<file path="src/design/sfhc_pkg.sv">
// Types and constants of the staged fan hysteresis controller.
// Used by the top level and by its port checker; depends on nothing.
package sfhc_pkg;

  localparam int SAMPLE_W    = 12;
  localparam int SECONDS_W   = 6;
  localparam int MAP_W       = 8;
  localparam int CURRENT_W   = 9;
  localparam int TEMP_W      = 20;
  localparam int MEAS_W      = 13;
  localparam int STAGE_W     = 4;
  localparam int RELAY_SEL_W = 2;
  localparam int LEVEL_W     = 8;
  localparam int TEST_TEMP_W = 16;
  localparam int CFG_INDEX_W = 3;
  localparam int CFG_DATA_W  = 16;
  localparam int IN_DATA_W   = 32;
  localparam int OUT_DATA_W  = 40;

  // Number of stages in use; stages above it are never demanded.
  localparam int STAGE_COUNT = 4;

  localparam int SAMPLE_MAX   = 4095;
  localparam int CURRENT_NUM  = 55;
  localparam int CURRENT_DEN  = 819;
  localparam int CURRENT_MAX  = 275;
  localparam int CURRENT_ZERO = 40;
  localparam int TEMP_SLOPE   = 15;

  localparam logic [SECONDS_W-1:0] HOLD_SEC_LATE  = 6'd59;
  localparam logic [SECONDS_W-1:0] HOLD_SEC_ZERO  = 6'd0;
  localparam logic [SECONDS_W-1:0] HOLD_SEC_EARLY = 6'd1;

  localparam logic [CFG_INDEX_W-1:0] REG_START_ONE        = 3'd0;
  localparam logic [CFG_INDEX_W-1:0] REG_START_TWO        = 3'd1;
  localparam logic [CFG_INDEX_W-1:0] REG_START_THREE      = 3'd2;
  localparam logic [CFG_INDEX_W-1:0] REG_START_FOUR       = 3'd3;
  localparam logic [CFG_INDEX_W-1:0] REG_HYSTERESIS       = 3'd4;
  localparam logic [CFG_INDEX_W-1:0] REG_TEST_MODE        = 3'd5;
  localparam logic [CFG_INDEX_W-1:0] REG_TEST_TEMPERATURE = 3'd6;

  typedef logic [LEVEL_W-1:0]   level_t;
  typedef logic [CURRENT_W-1:0] current_t;
  typedef logic [TEMP_W-1:0]    temperature_t;
  typedef logic [STAGE_W-1:0]   stage_bits_t;

  localparam level_t RESET_START_ONE   = 8'd55;
  localparam level_t RESET_START_TWO   = 8'd65;
  localparam level_t RESET_START_THREE = 8'd75;
  localparam level_t RESET_START_FOUR  = 8'd85;
  localparam level_t RESET_HYSTERESIS  = 8'd5;

endpackage

</file>
<file path="src/design/staged_fan_hysteresis_control.sv">
// Staged fan controller: averages loop current samples, derives oil temperature
// and switches four fan stages with hysteresis onto rotated relays.
// Depends on sfhc_pkg.
//
//   Channel  Signals                         Transfer carries
//   input    s_tvalid s_tready s_tdata       adc_sample, seconds, order_map
//   output   m_tvalid m_tready m_tdata/tuser one reading per completed average
//   config   cfg_write cfg_index cfg_data    one register write per cycle
//
// One sample is taken every cycle. A reading leaves three register stages
// after its last sample: sum latch, constant-reciprocal multiply, then the
// temperature, stage and relay decision that also updates the stage state.
// Reset is synchronous and clears counters, stage flags, relays and valid flags.
// While the output is stalled, samples that do not complete a reading are
// still taken; the last sample of a reading waits until the pipeline has room.
module staged_fan_hysteresis_control #(
  parameter int SAMPLES_PER_READING = 10
) (
  input  logic                                   clk,
  input  logic                                   rst,
  input  logic                                   s_tvalid,
  output logic                                   s_tready,
  // adc_sample[11:0], seconds[17:12], order_map[25:18], zero fill above
  input  logic [sfhc_pkg::IN_DATA_W-1:0]         s_tdata,
  output logic                                   m_tvalid,
  input  logic                                   m_tready,
  // loop_current[8:0], temperature[28:9], stage_demand[32:29],
  // relay_drive[36:33], zero fill above
  output logic [sfhc_pkg::OUT_DATA_W-1:0]        m_tdata,
  // relays_updated[0]
  output logic                                   m_tuser,
  input  logic                                   cfg_write,
  input  logic [sfhc_pkg::CFG_INDEX_W-1:0]       cfg_index,
  input  logic [sfhc_pkg::CFG_DATA_W-1:0]        cfg_data
);

  localparam int CNT_W = (SAMPLES_PER_READING > 1) ? $clog2(SAMPLES_PER_READING) : 1;
  localparam int SUM_W = $clog2(SAMPLES_PER_READING * sfhc_pkg::SAMPLE_MAX + 1);
  localparam logic [CNT_W-1:0] LAST_COUNT = CNT_W'(SAMPLES_PER_READING - 1);

  // The average current is sum * 55 / (N * 819); the shift is chosen so that
  // the rounded-up reciprocal gives the exact floor for every reachable sum.
  localparam logic [63:0] Divisor = 64'(SAMPLES_PER_READING) * 64'(sfhc_pkg::CURRENT_DEN);
  localparam logic [63:0] SumMax = 64'(SAMPLES_PER_READING) * 64'(sfhc_pkg::SAMPLE_MAX);
  localparam int RECIP_SHIFT = $clog2(SumMax * Divisor + 64'd1);
  localparam logic [63:0] RECIP =
    ((64'(sfhc_pkg::CURRENT_NUM) << RECIP_SHIFT) + Divisor - 64'd1) / Divisor;
  localparam int RECIP_W = $clog2(RECIP + 64'd1);
  localparam int PROD_W = SUM_W + RECIP_W;

  sfhc_pkg::level_t start_level [sfhc_pkg::STAGE_W];
  sfhc_pkg::level_t hysteresis_width;
  logic test_mode;
  logic [sfhc_pkg::TEST_TEMP_W-1:0] test_temperature;

  logic [SUM_W-1:0] sample_sum;
  logic [CNT_W-1:0] sample_count;
  sfhc_pkg::stage_bits_t stage_flags;
  sfhc_pkg::stage_bits_t relay_outputs;

  logic reading_valid;
  logic [SUM_W-1:0] reading_sum;
  logic [sfhc_pkg::SECONDS_W-1:0] reading_seconds;
  logic [sfhc_pkg::MAP_W-1:0] reading_map;

  logic current_valid;
  sfhc_pkg::current_t current;
  logic [sfhc_pkg::SECONDS_W-1:0] current_seconds;
  logic [sfhc_pkg::MAP_W-1:0] current_map;

  logic [sfhc_pkg::SAMPLE_W-1:0] adc_sample;
  logic [sfhc_pkg::SECONDS_W-1:0] seconds;
  logic [sfhc_pkg::MAP_W-1:0] order_map;

  logic in_accept;
  logic last_sample;
  logic out_ready;
  logic cur_ready;
  logic rd_ready;
  logic [SUM_W-1:0] sum_next;
  logic [PROD_W-1:0] product;
  sfhc_pkg::current_t current_next;
  logic [sfhc_pkg::CURRENT_W-1:0] current_excess;
  logic [sfhc_pkg::MEAS_W-1:0] temp_measured;
  sfhc_pkg::temperature_t temperature;
  sfhc_pkg::stage_bits_t stage_flags_next;
  sfhc_pkg::stage_bits_t relay_outputs_next;
  logic relays_update;

  assign adc_sample = s_tdata[11:0];
  assign seconds    = s_tdata[17:12];
  assign order_map  = s_tdata[25:18];

  assign last_sample = (sample_count == LAST_COUNT);
  assign out_ready   = !m_tvalid || m_tready;
  assign cur_ready   = !current_valid || out_ready;
  assign rd_ready    = !reading_valid || cur_ready;
  assign s_tready    = rd_ready || !last_sample;
  assign in_accept   = s_tvalid && s_tready;

  assign sum_next = sample_sum + SUM_W'(adc_sample);

  assign product = PROD_W'(reading_sum) * PROD_W'(RECIP[RECIP_W-1:0]);
  assign current_next = sfhc_pkg::CURRENT_W'(product >> RECIP_SHIFT);

  always_comb begin
    if (current > sfhc_pkg::CURRENT_W'(sfhc_pkg::CURRENT_ZERO)) begin
      current_excess = current - sfhc_pkg::CURRENT_W'(sfhc_pkg::CURRENT_ZERO);
    end else begin
      current_excess = '0;
    end
    temp_measured = sfhc_pkg::MEAS_W'(current_excess) *
                    sfhc_pkg::MEAS_W'(sfhc_pkg::TEMP_SLOPE);
    if (test_mode) begin
      temperature = {test_temperature, 4'b0000};
    end else begin
      temperature = sfhc_pkg::TEMP_W'(temp_measured);
    end
  end

  always_comb begin
    logic [sfhc_pkg::LEVEL_W+3:0] on_level;
    logic [sfhc_pkg::LEVEL_W-1:0] off_base;
    logic [sfhc_pkg::LEVEL_W+3:0] off_level;
    logic off_reachable;
    logic [sfhc_pkg::RELAY_SEL_W-1:0] relay_sel;
    relay_sel = '0;
    stage_flags_next = stage_flags;
    for (int k = 0; k < sfhc_pkg::STAGE_W; k++) begin
      on_level      = {start_level[k], 4'b0000};
      off_base      = start_level[k] - hysteresis_width;
      off_level     = {off_base, 4'b0000};
      off_reachable = (start_level[k] >= hysteresis_width);
      if (k >= sfhc_pkg::STAGE_COUNT) begin
        stage_flags_next[k] = 1'b0;
      end else if (temperature > sfhc_pkg::TEMP_W'(on_level)) begin
        stage_flags_next[k] = 1'b1;
      end else if (off_reachable && (temperature < sfhc_pkg::TEMP_W'(off_level))) begin
        stage_flags_next[k] = 1'b0;
      end
    end

    relays_update = !(current_seconds inside {sfhc_pkg::HOLD_SEC_LATE,
                                              sfhc_pkg::HOLD_SEC_ZERO,
                                              sfhc_pkg::HOLD_SEC_EARLY});
    relay_outputs_next = relay_outputs;
    if (relays_update) begin
      for (int k = 0; k < sfhc_pkg::STAGE_W; k++) begin
        relay_sel = current_map[k*sfhc_pkg::RELAY_SEL_W +: sfhc_pkg::RELAY_SEL_W];
        if (k < sfhc_pkg::STAGE_COUNT) begin
          relay_outputs_next[relay_sel] = stage_flags_next[k];
        end
      end
    end
  end

  always_ff @(posedge clk) begin
    if (rst) begin
      start_level[0]   <= sfhc_pkg::RESET_START_ONE;
      start_level[1]   <= sfhc_pkg::RESET_START_TWO;
      start_level[2]   <= sfhc_pkg::RESET_START_THREE;
      start_level[3]   <= sfhc_pkg::RESET_START_FOUR;
      hysteresis_width <= sfhc_pkg::RESET_HYSTERESIS;
      test_mode        <= 1'b0;
      test_temperature <= '0;
      sample_sum       <= '0;
      sample_count     <= '0;
      stage_flags      <= '0;
      relay_outputs    <= '0;
      reading_valid    <= 1'b0;
      current_valid    <= 1'b0;
      m_tvalid         <= 1'b0;
    end else begin
      if (cfg_write) begin
        case (cfg_index)
          sfhc_pkg::REG_START_ONE:        start_level[0]   <= cfg_data[7:0];
          sfhc_pkg::REG_START_TWO:        start_level[1]   <= cfg_data[7:0];
          sfhc_pkg::REG_START_THREE:      start_level[2]   <= cfg_data[7:0];
          sfhc_pkg::REG_START_FOUR:       start_level[3]   <= cfg_data[7:0];
          sfhc_pkg::REG_HYSTERESIS:       hysteresis_width <= cfg_data[7:0];
          sfhc_pkg::REG_TEST_MODE:        test_mode        <= cfg_data[0];
          sfhc_pkg::REG_TEST_TEMPERATURE: test_temperature <= cfg_data;
          default: begin
          end
        endcase
      end
      if (in_accept) begin
        if (last_sample) begin
          sample_sum   <= '0;
          sample_count <= '0;
        end else begin
          sample_sum   <= sum_next;
          sample_count <= sample_count + CNT_W'(1);
        end
      end
      if (rd_ready) begin
        reading_valid <= in_accept && last_sample;
      end
      if (cur_ready) begin
        current_valid <= reading_valid;
      end
      if (out_ready) begin
        m_tvalid <= current_valid;
        if (current_valid) begin
          stage_flags   <= stage_flags_next;
          relay_outputs <= relay_outputs_next;
        end
      end
    end
  end

  always_ff @(posedge clk) begin
    if (rd_ready && in_accept && last_sample) begin
      reading_sum     <= sum_next;
      reading_seconds <= seconds;
      reading_map     <= order_map;
    end
    if (cur_ready && reading_valid) begin
      current         <= current_next;
      current_seconds <= reading_seconds;
      current_map     <= reading_map;
    end
    if (out_ready && current_valid) begin
      m_tdata <= {3'b000, relay_outputs_next, stage_flags_next, temperature, current};
      m_tuser <= relays_update;
    end
  end

endmodule

</file>
<file path="config.mk">
export PLATFORM = sky130hd
export DESIGN_NAME = staged_fan_hysteresis_control
export DESIGN_NICKNAME = d
export VERILOG_FILES = /design/src/design/sfhc_pkg.sv /design/src/design/staged_fan_hysteresis_control.sv
export SDC_FILE = /design/constraint.sdc
export NUM_CORES = 1
export LEC_CHECK = 0
export ABC_AREA = 1
export BUFFER_PORTS_ARGS = -buffer_cell sky130_fd_sc_hd__buf_2
export CAP_MARGIN = 20
export CELL_PAD_IN_SITES_DETAIL_PLACEMENT = 0
export CELL_PAD_IN_SITES_GLOBAL_PLACEMENT = 1
export CORE_MARGIN = 1
export CORE_UTILIZATION = 52
export CTS_CLUSTER_DIAMETER = 80
export DETAILED_ROUTE_END_ITERATION = 8
export GPL_TIMING_DRIVEN = 0
export PLACE_DENSITY_LB_ADDON = 0.1
export SLEW_MARGIN = 20
export SYNTH_ARGS = -nofsm -noshare
export SYNTH_HDL_FRONTEND = slang
export SYNTH_SLANG_ARGS = --single-unit
</file>
<file path="constraint.sdc">
create_clock -name clk -period 9.1 [get_ports clk]
set_clock_uncertainty 0.1 [all_clocks]
set_input_delay 1.82 -clock clk [delete_from_list [all_inputs] [get_ports clk]]
set_output_delay 1.82 -clock clk [all_outputs]
set_load 0.05 [all_outputs]
</file>
; Yosys cells after proc, flatten, opt, wreduce, memory -nomap -nowiden
; Memory sizes are Yosys's and may differ from the RTL's.
; Index checks and enable logic that the tools add are counted.
[totals]
register_bits = 147
ram_bits = 32
inputBits = 56
output_inout_bits = 43
mem_count = 1
[op_classes]
n_addsub = 7
multipliers = 2
n_lt_le_gt_ge = 21
n_eq_ne = 9
n_mux = 50
bitwise = 4
reduce_logical = 30
[memory_table]
columns = name, words, width, read_ports, rd_clocked_by_memory_dff, wr, line_no
row1 = start_level, 4, 8, 4, 0, 4, staged_fan_hysteresis_control.sv:51  ; sfhc_pkg::level_t start_level [sfhc_pkg::STAGE_W];
[op_table]
columns = op, count
row1 = greater-than comparator 20 x 12 -> 1 bit, 4
row2 = less-than comparator 20 x 12 -> 1 bit, 4
row3 = multiplier 16 x 22 -> 38 bit (second input constant), 1
row4 = greater-or-equal comparator 8 bit, 4
row5 = 2-to-1 mux 8 bit, 4
row6 = subtractor 8 bit, 4
row7 = 2-to-1 mux 1 bit, 30
row8 = 2-to-1 mux 20 bit, 1
row9 = 2-to-1 mux 4 bit, 5
row10 = adder 16 x 12 -> 16 bit, 1
row11 = bitwise mux 4 bit, 4
row12 = 2-to-1 mux 16 bit, 1
row13 = logical AND 1 bit, 14
row14 = multiplier 9 x 4 -> 13 bit (second input constant), 1
row15 = less-than comparator 2 x 3 -> 1 bit (second input constant), 4
row16 = equality test 3 bit (second input constant), 3
row17 = greater-than comparator 9 x 6 -> 1 bit (second input constant), 1
row18 = 2-to-1 mux 9 bit, 1
row19 = subtractor 9 x 6 -> 9 bit (second input constant), 1
row20 = demux 1 bit (select 2 bit), 4
row21 = greater-or-equal comparator 2 x 1 -> 1 bit (second input constant), 4
row22 = AND reduction 2 bit, 4
row23 = equality test 3 x 2 -> 1 bit (second input constant), 2
row24 = equality test 6 x 1 -> 1 bit (second input constant), 1
row25 = 10 further kinds, 20

; Logic depth before layout (Yosys ltp)
[logic_depth]
ltp_word = 16
mapped_depth = 41
mapped_depth_nobuf = 41

; Least setup slack after synthesis
; OpenSTA, ideal clock, no wires.
[synth_timing]
kind = register to register
from = register current[3]
to = register m_tdata[35] (netlist bit) (data pin)
setup_time_ns = 0.250
t_arrival_ns = 5.039
path_slack_ns = 3.711
path_stages_with_launch = 34
path_buffers = 0
period_less_slack_ns = 5.389
cell_sequence = edfxtp_1 inv_2 ha_1 nor2_1 nand2_1 nand2_1 inv_2 nor2_1 inv_1 fa_1 fa_1 inv_1 ha_1 inv_1 o31ai_1 xnor2_1 o21ai_0 ha_1 nand2_1 inv_1 nand2_1 nand2_1 nand2_1 nand3_1 nand2_1 nand2_1 a21oi_2 nand3_1 nand2_1 nand3_1 nand2_1 nand2_1 nand2_2 inv_1
[synth_between]
elab_chain_cells = 16
elab_cells_between_ends = 33
classes_between = 1 x add/sub / 1 x mul / 9 x order compare / 18 x mux / 4 x reduce/logical
[synth_rtl]
columns = element, line_no
row1 = "start, declared", staged_fan_hysteresis_control.sv:67  ; sfhc_pkg::current_t current;
row2 = "start signal, assigned", staged_fan_hysteresis_control.sv:219  ; current <= current_next;
row3 = subtractor 9 x 6 -> 9 bit or greater-than comparator 9 x 6 -> 1 bit (tied branches), "staged_fan_hysteresis_control.sv:108, staged_fan_hysteresis_control.sv:107"
row4 = 2-to-1 mux 9 bit (*), staged_fan_hysteresis_control.sv:107  ; if (current > sfhc_pkg::CURRENT_W'(sfhc_pkg::CURRENT_ZERO)) begin
row5 = multiplier 9 x 4 -> 13 bit (*), staged_fan_hysteresis_control.sv:112  ; temp_measured = sfhc_pkg::MEAS_W'(current_excess) *
row6 = 2-to-1 mux 20 bit (*), staged_fan_hysteresis_control.sv:114  ; if (test_mode) begin
row7 = net temperature[6], staged_fan_hysteresis_control.sv:85  ; sfhc_pkg::temperature_t temperature;
row8 = less-than comparator 20 x 12 -> 1 bit, staged_fan_hysteresis_control.sv:138  ; end else if (off_reachable && (temperature < sfhc_pkg::TEMP_W'(off_level))) begin
row9 = logical AND 1 bit, staged_fan_hysteresis_control.sv:138
row10 = 2-to-1 mux 1 bit, staged_fan_hysteresis_control.sv:138
row11 = [... 2 more ...], -
row12 = 2-to-1 mux 4 bit, staged_fan_hysteresis_control.sv:147  ; if (relays_update) begin
row13 = bitwise mux 4 bit, staged_fan_hysteresis_control.sv:151  ; relay_outputs_next[relay_sel] = stage_flags_next[k];
row14 = 2-to-1 mux 4 bit, staged_fan_hysteresis_control.sv:147
row15 = bitwise mux 4 bit, staged_fan_hysteresis_control.sv:151
row16 = 2-to-1 mux 4 bit, staged_fan_hysteresis_control.sv:147
row17 = bitwise mux 4 bit (*), staged_fan_hysteresis_control.sv:151
row18 = 2-to-1 mux 4 bit (*), staged_fan_hysteresis_control.sv:147
row19 = net relay_outputs_next[2], staged_fan_hysteresis_control.sv:87  ; sfhc_pkg::stage_bits_t relay_outputs_next;
row20 = "end signal, assigned", staged_fan_hysteresis_control.sv:224  ; m_tdata <= {3'b000, relay_outputs_next, stage_flags_next, temperature, current};
row21 = "end, declared", staged_fan_hysteresis_control.sv:29  ; output logic [sfhc_pkg::OUT_DATA_W-1:0] m_tdata,
; The timed path passes the listed nets; every way through them passes the cells marked *. The select of a mux whose other input is x is not followed.
; A chain may end at the register's enable or synchronous reset.

; Worst setup path in the final report
[layout_timing]
from = register current[3]
to = register m_tdata[33] (netlist bit) (data pin)
[layout_between]
elab_cells_between_ends = 33
classes_between = 1 x add/sub / 1 x mul / 9 x order compare / 18 x mux / 4 x reduce/logical
[layout_lines]
columns = element, line_no
row1 = subtractor 9 x 6 -> 9 bit or greater-than comparator 9 x 6 -> 1 bit (tied branches), "staged_fan_hysteresis_control.sv:108, staged_fan_hysteresis_control.sv:107"
row2 = 2-to-1 mux 9 bit (*), staged_fan_hysteresis_control.sv:107
row3 = multiplier 9 x 4 -> 13 bit (*), staged_fan_hysteresis_control.sv:112
row4 = 2-to-1 mux 20 bit (*), staged_fan_hysteresis_control.sv:114
row5 = less-than comparator 20 x 12 -> 1 bit, staged_fan_hysteresis_control.sv:138
row6 = logical AND 1 bit, staged_fan_hysteresis_control.sv:138
row7 = 2-to-1 mux 1 bit, staged_fan_hysteresis_control.sv:138
row8 = 2-to-1 mux 1 bit (*), staged_fan_hysteresis_control.sv:136  ; end else if (temperature > sfhc_pkg::TEMP_W'(on_level)) begin
row9 = net stage_flags_next[3], staged_fan_hysteresis_control.sv:86  ; sfhc_pkg::stage_bits_t stage_flags_next;
row10 = bitwise mux 4 bit (*), staged_fan_hysteresis_control.sv:151
row11 = 2-to-1 mux 4 bit (*), staged_fan_hysteresis_control.sv:147
row12 = net relay_outputs_next[0], staged_fan_hysteresis_control.sv:87
; Marked as above.

==> flow_summary_export.csv <==
group,metric,value,unit
outcome,run_status,"finished clean",
cells_and_area,antennaDiodeCount,0,
route,drt_iter0_markers,625,
setup_path,r2r-start,"current[3]",
global_routing,grt_pass1_vias,12100,
pwr,seq_power_share,0.449,
route,drt_first_pass_iters,5,
timing,period_minus_slack,6.62,ns
timing,fmax,0.151,GHz
pwr,p_comb_frac,0.155,
floorplan,die_h,177,um
cells_and_area,mostFrequentLayoutCells,"380 x inv_1, 292 x nand2_1, 247 x ha_1",
worst_hold_path,min_path_cells,0,
worst_hold_path,min_from,"reading_map[1]",
synthesis,synthFlopType,"edfxtp_1",
timing,setup_violations,0,
synthesis,synthArstFlopShare,0,
global_routing,grtUsageTotal,0.259,
floorplan,fp.dieW,177,um
cells_and_area,fillers,2750,
timing,rsz0062_at_grt,"no",
setup_path,reg2regPathDepth,32,
setup_path,critical_path_class,"reg2reg",
pwr,swShare,0.305,
cells_and_area,area_growth,10.2,%
setup_path,startpoint_type,"register",
timing,min_period_over_period,0.728,
setup_path,r2r_setup_slack,2.48,ns
route,antenna_left,0,
floorplan,die-area,31300,um2
pwr,clock_power_share,0.396,
clock_network,cts_setup_buffers,0,
setup_path,cp_max_fo,8,
cells_and_area,nets,2341,
timing,slew_viol_final,0,
route,wl_per_cell,16.3,um
place,numPortBuffers,89,
synthesis,yosysWarnings,0,
floorplan,core_area,29900,um2
timing,worst_slew_pin_slew,1.10,ns
worst_hold_path,holdCritPathClass,"reg2reg",
floorplan,start_util,0.532,
clock_network,clock_latency,0.44,ns
global_routing,grt_first_pass_wirelength,62100,um
pwr,p_per_area,115,nW/um2
cells_and_area,final_cells,2340,
clock_network,cts_sinks,179,
synthesis,yosysSeqAreaShare,0.303,
pwr,p_leak,8.77,nW
synthesis,syn_avg_cell_area,8.71,um2
pwr,internal_power,1.40,mW
setup_path,worstPathRequired,9.21,ns
route,num_vias,12200,
cells_and_area,layout-drive-gt1-share,0.0918,
route,drc,0,
pwr,p_switching,0.615,mW
timing,hold_viol,0,
clock_network,numCtsBuffers,17,
global_routing,grt_max_degree,48,
clock_network,htree_levels,4,
global_routing,gr-total-overflow,0,
clock_network,post_cts_resized,0,
synthesis,yosysUniqueCellTypes,54,
worst_hold_path,hold_end,"current_map[1]",
route,wl,38200,um
route,viasPerCell,5.20,
synthesis,synthesis.area,15900,um2
place,place_inst,2307,
setup_path,crit_path_end_kind,"register",
clock_network,ctsLongestPathBuffers,2,
cells_and_area,multiInputGateArea,9590,um2
cells_and_area,regArea,4810,um2
clock_network,cts_tree,"built",
cells_and_area,post-route-util,0.587,
pwr,vdd_ir_drop_max,0.118,mV
timing,worst_hold_slack,0.324,ns
timing,tns,0,ns
floorplan,ios,99,
setup_path,cpMostUsedCell,"nand2_1",
clock_network,clk_pin_slew,0.08,ns
synthesis,synth_edf_count,123,
setup_path,max_stage_delay,0.87,ns
setup_path,worstReg2RegEnd,"m_tdata[33]",
synthesis,synthCells,1826,
global_routing,antenna_found_initial,2,
timing,maxSlewHeadroom,0.261,
place,dpl.hpwl,31400,um
cells_and_area,final_common_cell,"inv_1",
synthesis,ys_seq_elements,179,
setup_path,crit_arrival,6.74,ns
flow_run,maxCapViolations,0,
setup_path,slowest_stage,"o21ai_0",
place,gp_congestion,0.925,
floorplan,rows,63,
clock_network,hold_buffers,0,
clock_network,clockRootBuffer,"clkbuf_16",
[synth_stat cells (2+ instances only)]
library cell	instances	area (um2)
a21oi_1	136	681
xnor2_1	20	175
clkbuf_1	14	52.6
o21a_1	3	22.5
fa_1	101	2020
nand2_4	4	45.0
o31ai_1	4	30.0
a21oi_4	2	32.5
edfxtp_1	123	3690
inv_2	4	15.0
nand2_1	292	1100
xor2_1	31	272
o21ai_0	71	355
o21ai_2	2	17.5
dfxtp_1	56	1120
or2_2	6	37.5
a31oi_1	6	37.5
o211ai_1	8	60.1
o21ai_1	2	10.0
nor4_1	2	12.5
inv_1	381	1430
a21boi_0	2	15.0
buf_4	3	22.5
nand2_2	17	106
o21bai_1	7	52.6
nor3_1	16	80.1
nor2_1	142	533
nand4_1	17	106
nor2_2	3	18.8
and2_1	2	12.5
a21oi_2	7	61.3
o2111ai_1	3	26.3
nand3b_1	3	22.5
nand3_1	63	315
a21o_1	7	52.6
o221ai_1	2	17.5
ha_1	247	3090
[area by class of cell]
type	count	area share
plain buffers	18	0.00471
flip-flops and latches	179	0.275
clock buffers	17	0.0243
inverters	385	0.0824
repair buffers	90	0.0263
clock inverters	15	0.0129
well taps	390	0.0278
multi-input cells	1246	0.547
[sequential cells by signal (all words and copies together), names as in the netlist, 4 cells and up]
signal            flops
m_tdata              37
start_level          32
reading_sum          16
sample_sum           16
test_temperature     16
current               9
current_map           8
hysteresis_width      8
reading_map           8
current_seconds       6
reading_seconds       6
relay_outputs         4
sample_count          4
stage_flags           4
[critical path, delay by kind of cell (launching register included)]
family / cells / cell delay (ns)
AOI/OAI and AO/OA: 5 / 1.53
xor gates and xnor gates: 1 / 0.17
adders and majority gates: 5 / 2.01
buffers and inverters: 6 / 0.40
DFF: 1 / 0.45
and+or+nand+nor: 15 / 1.72
[metrics by stage]
step | instance area [um2] | power, mW | setup WS (ns)
final | 17500 | 2.02 | 2.48
after global routing | 17500 | 2.10 | 1.91
after CTS | 17500 | 2.03 | 2.43
after detailed placement | 16900 | 1.23 | 2.46
after global placement | 16800 | 1.23 | 1.92
after floorplan | 15900 | 1.15 | 3.71
[power groups by stage]
stage / Clock [mW] / Combinational [mW] / Sequential, mW
4_1_cts: 0.808 / 0.313 / 0.905
3_3_place_gp: 0 / 0.303 / 0.923
2_1_floorplan: 0 / 0.233 / 0.918
6_report: 0.800 / 0.312 / 0.906
3_5_place_dp: 0 / 0.311 / 0.924
5_1_grt: 0.835 / 0.359 / 0.908
[routing by layer]
layer / track usage / share of wire / vias up
met2: 0.444 / 0.49 / 241
met5: 0 / 0.00058 / -
met3: 0.0299 / 0.039 / 40
met1: 0.348 / 0.46 / 5732
li1: - / - / 6144
met4: 0.0668 / 0.017 / 4
[how the worst max path moves through the flow]
| stage | slack, ns | startpoint | cells past startpoint | endpoint |
|---|---|---|---|---|
| final | 2.48 | current[3] | 32 | m_tdata[33] |
| after global routing | 1.91 | current[3] | 32 | m_tdata[33] |
| after CTS | 2.43 | current[3] | 32 | m_tdata[33] |
| after detailed placement | 2.46 | current[3] | 32 | m_tdata[33] |
| after global placement | 1.92 | current[3] | 33 | m_tdata[35] |
| after floorplan | 3.71 | current[3] | 33 | m_tdata[35] |
[cells by family after synthesis]
group,Yosys count,synth area share
AND/OR/NAND/NOR,574,0.155
XOR/XNOR,51,0.0281
other,1,0.000236
flip-flops,179,0.303
AO/OA/AOI/OAI,270,0.0968
buffers and inverters,403,0.0958
adder cells (fa/ha/maj),348,0.321
No activity file was read; power rests on OpenSTA's default activity.
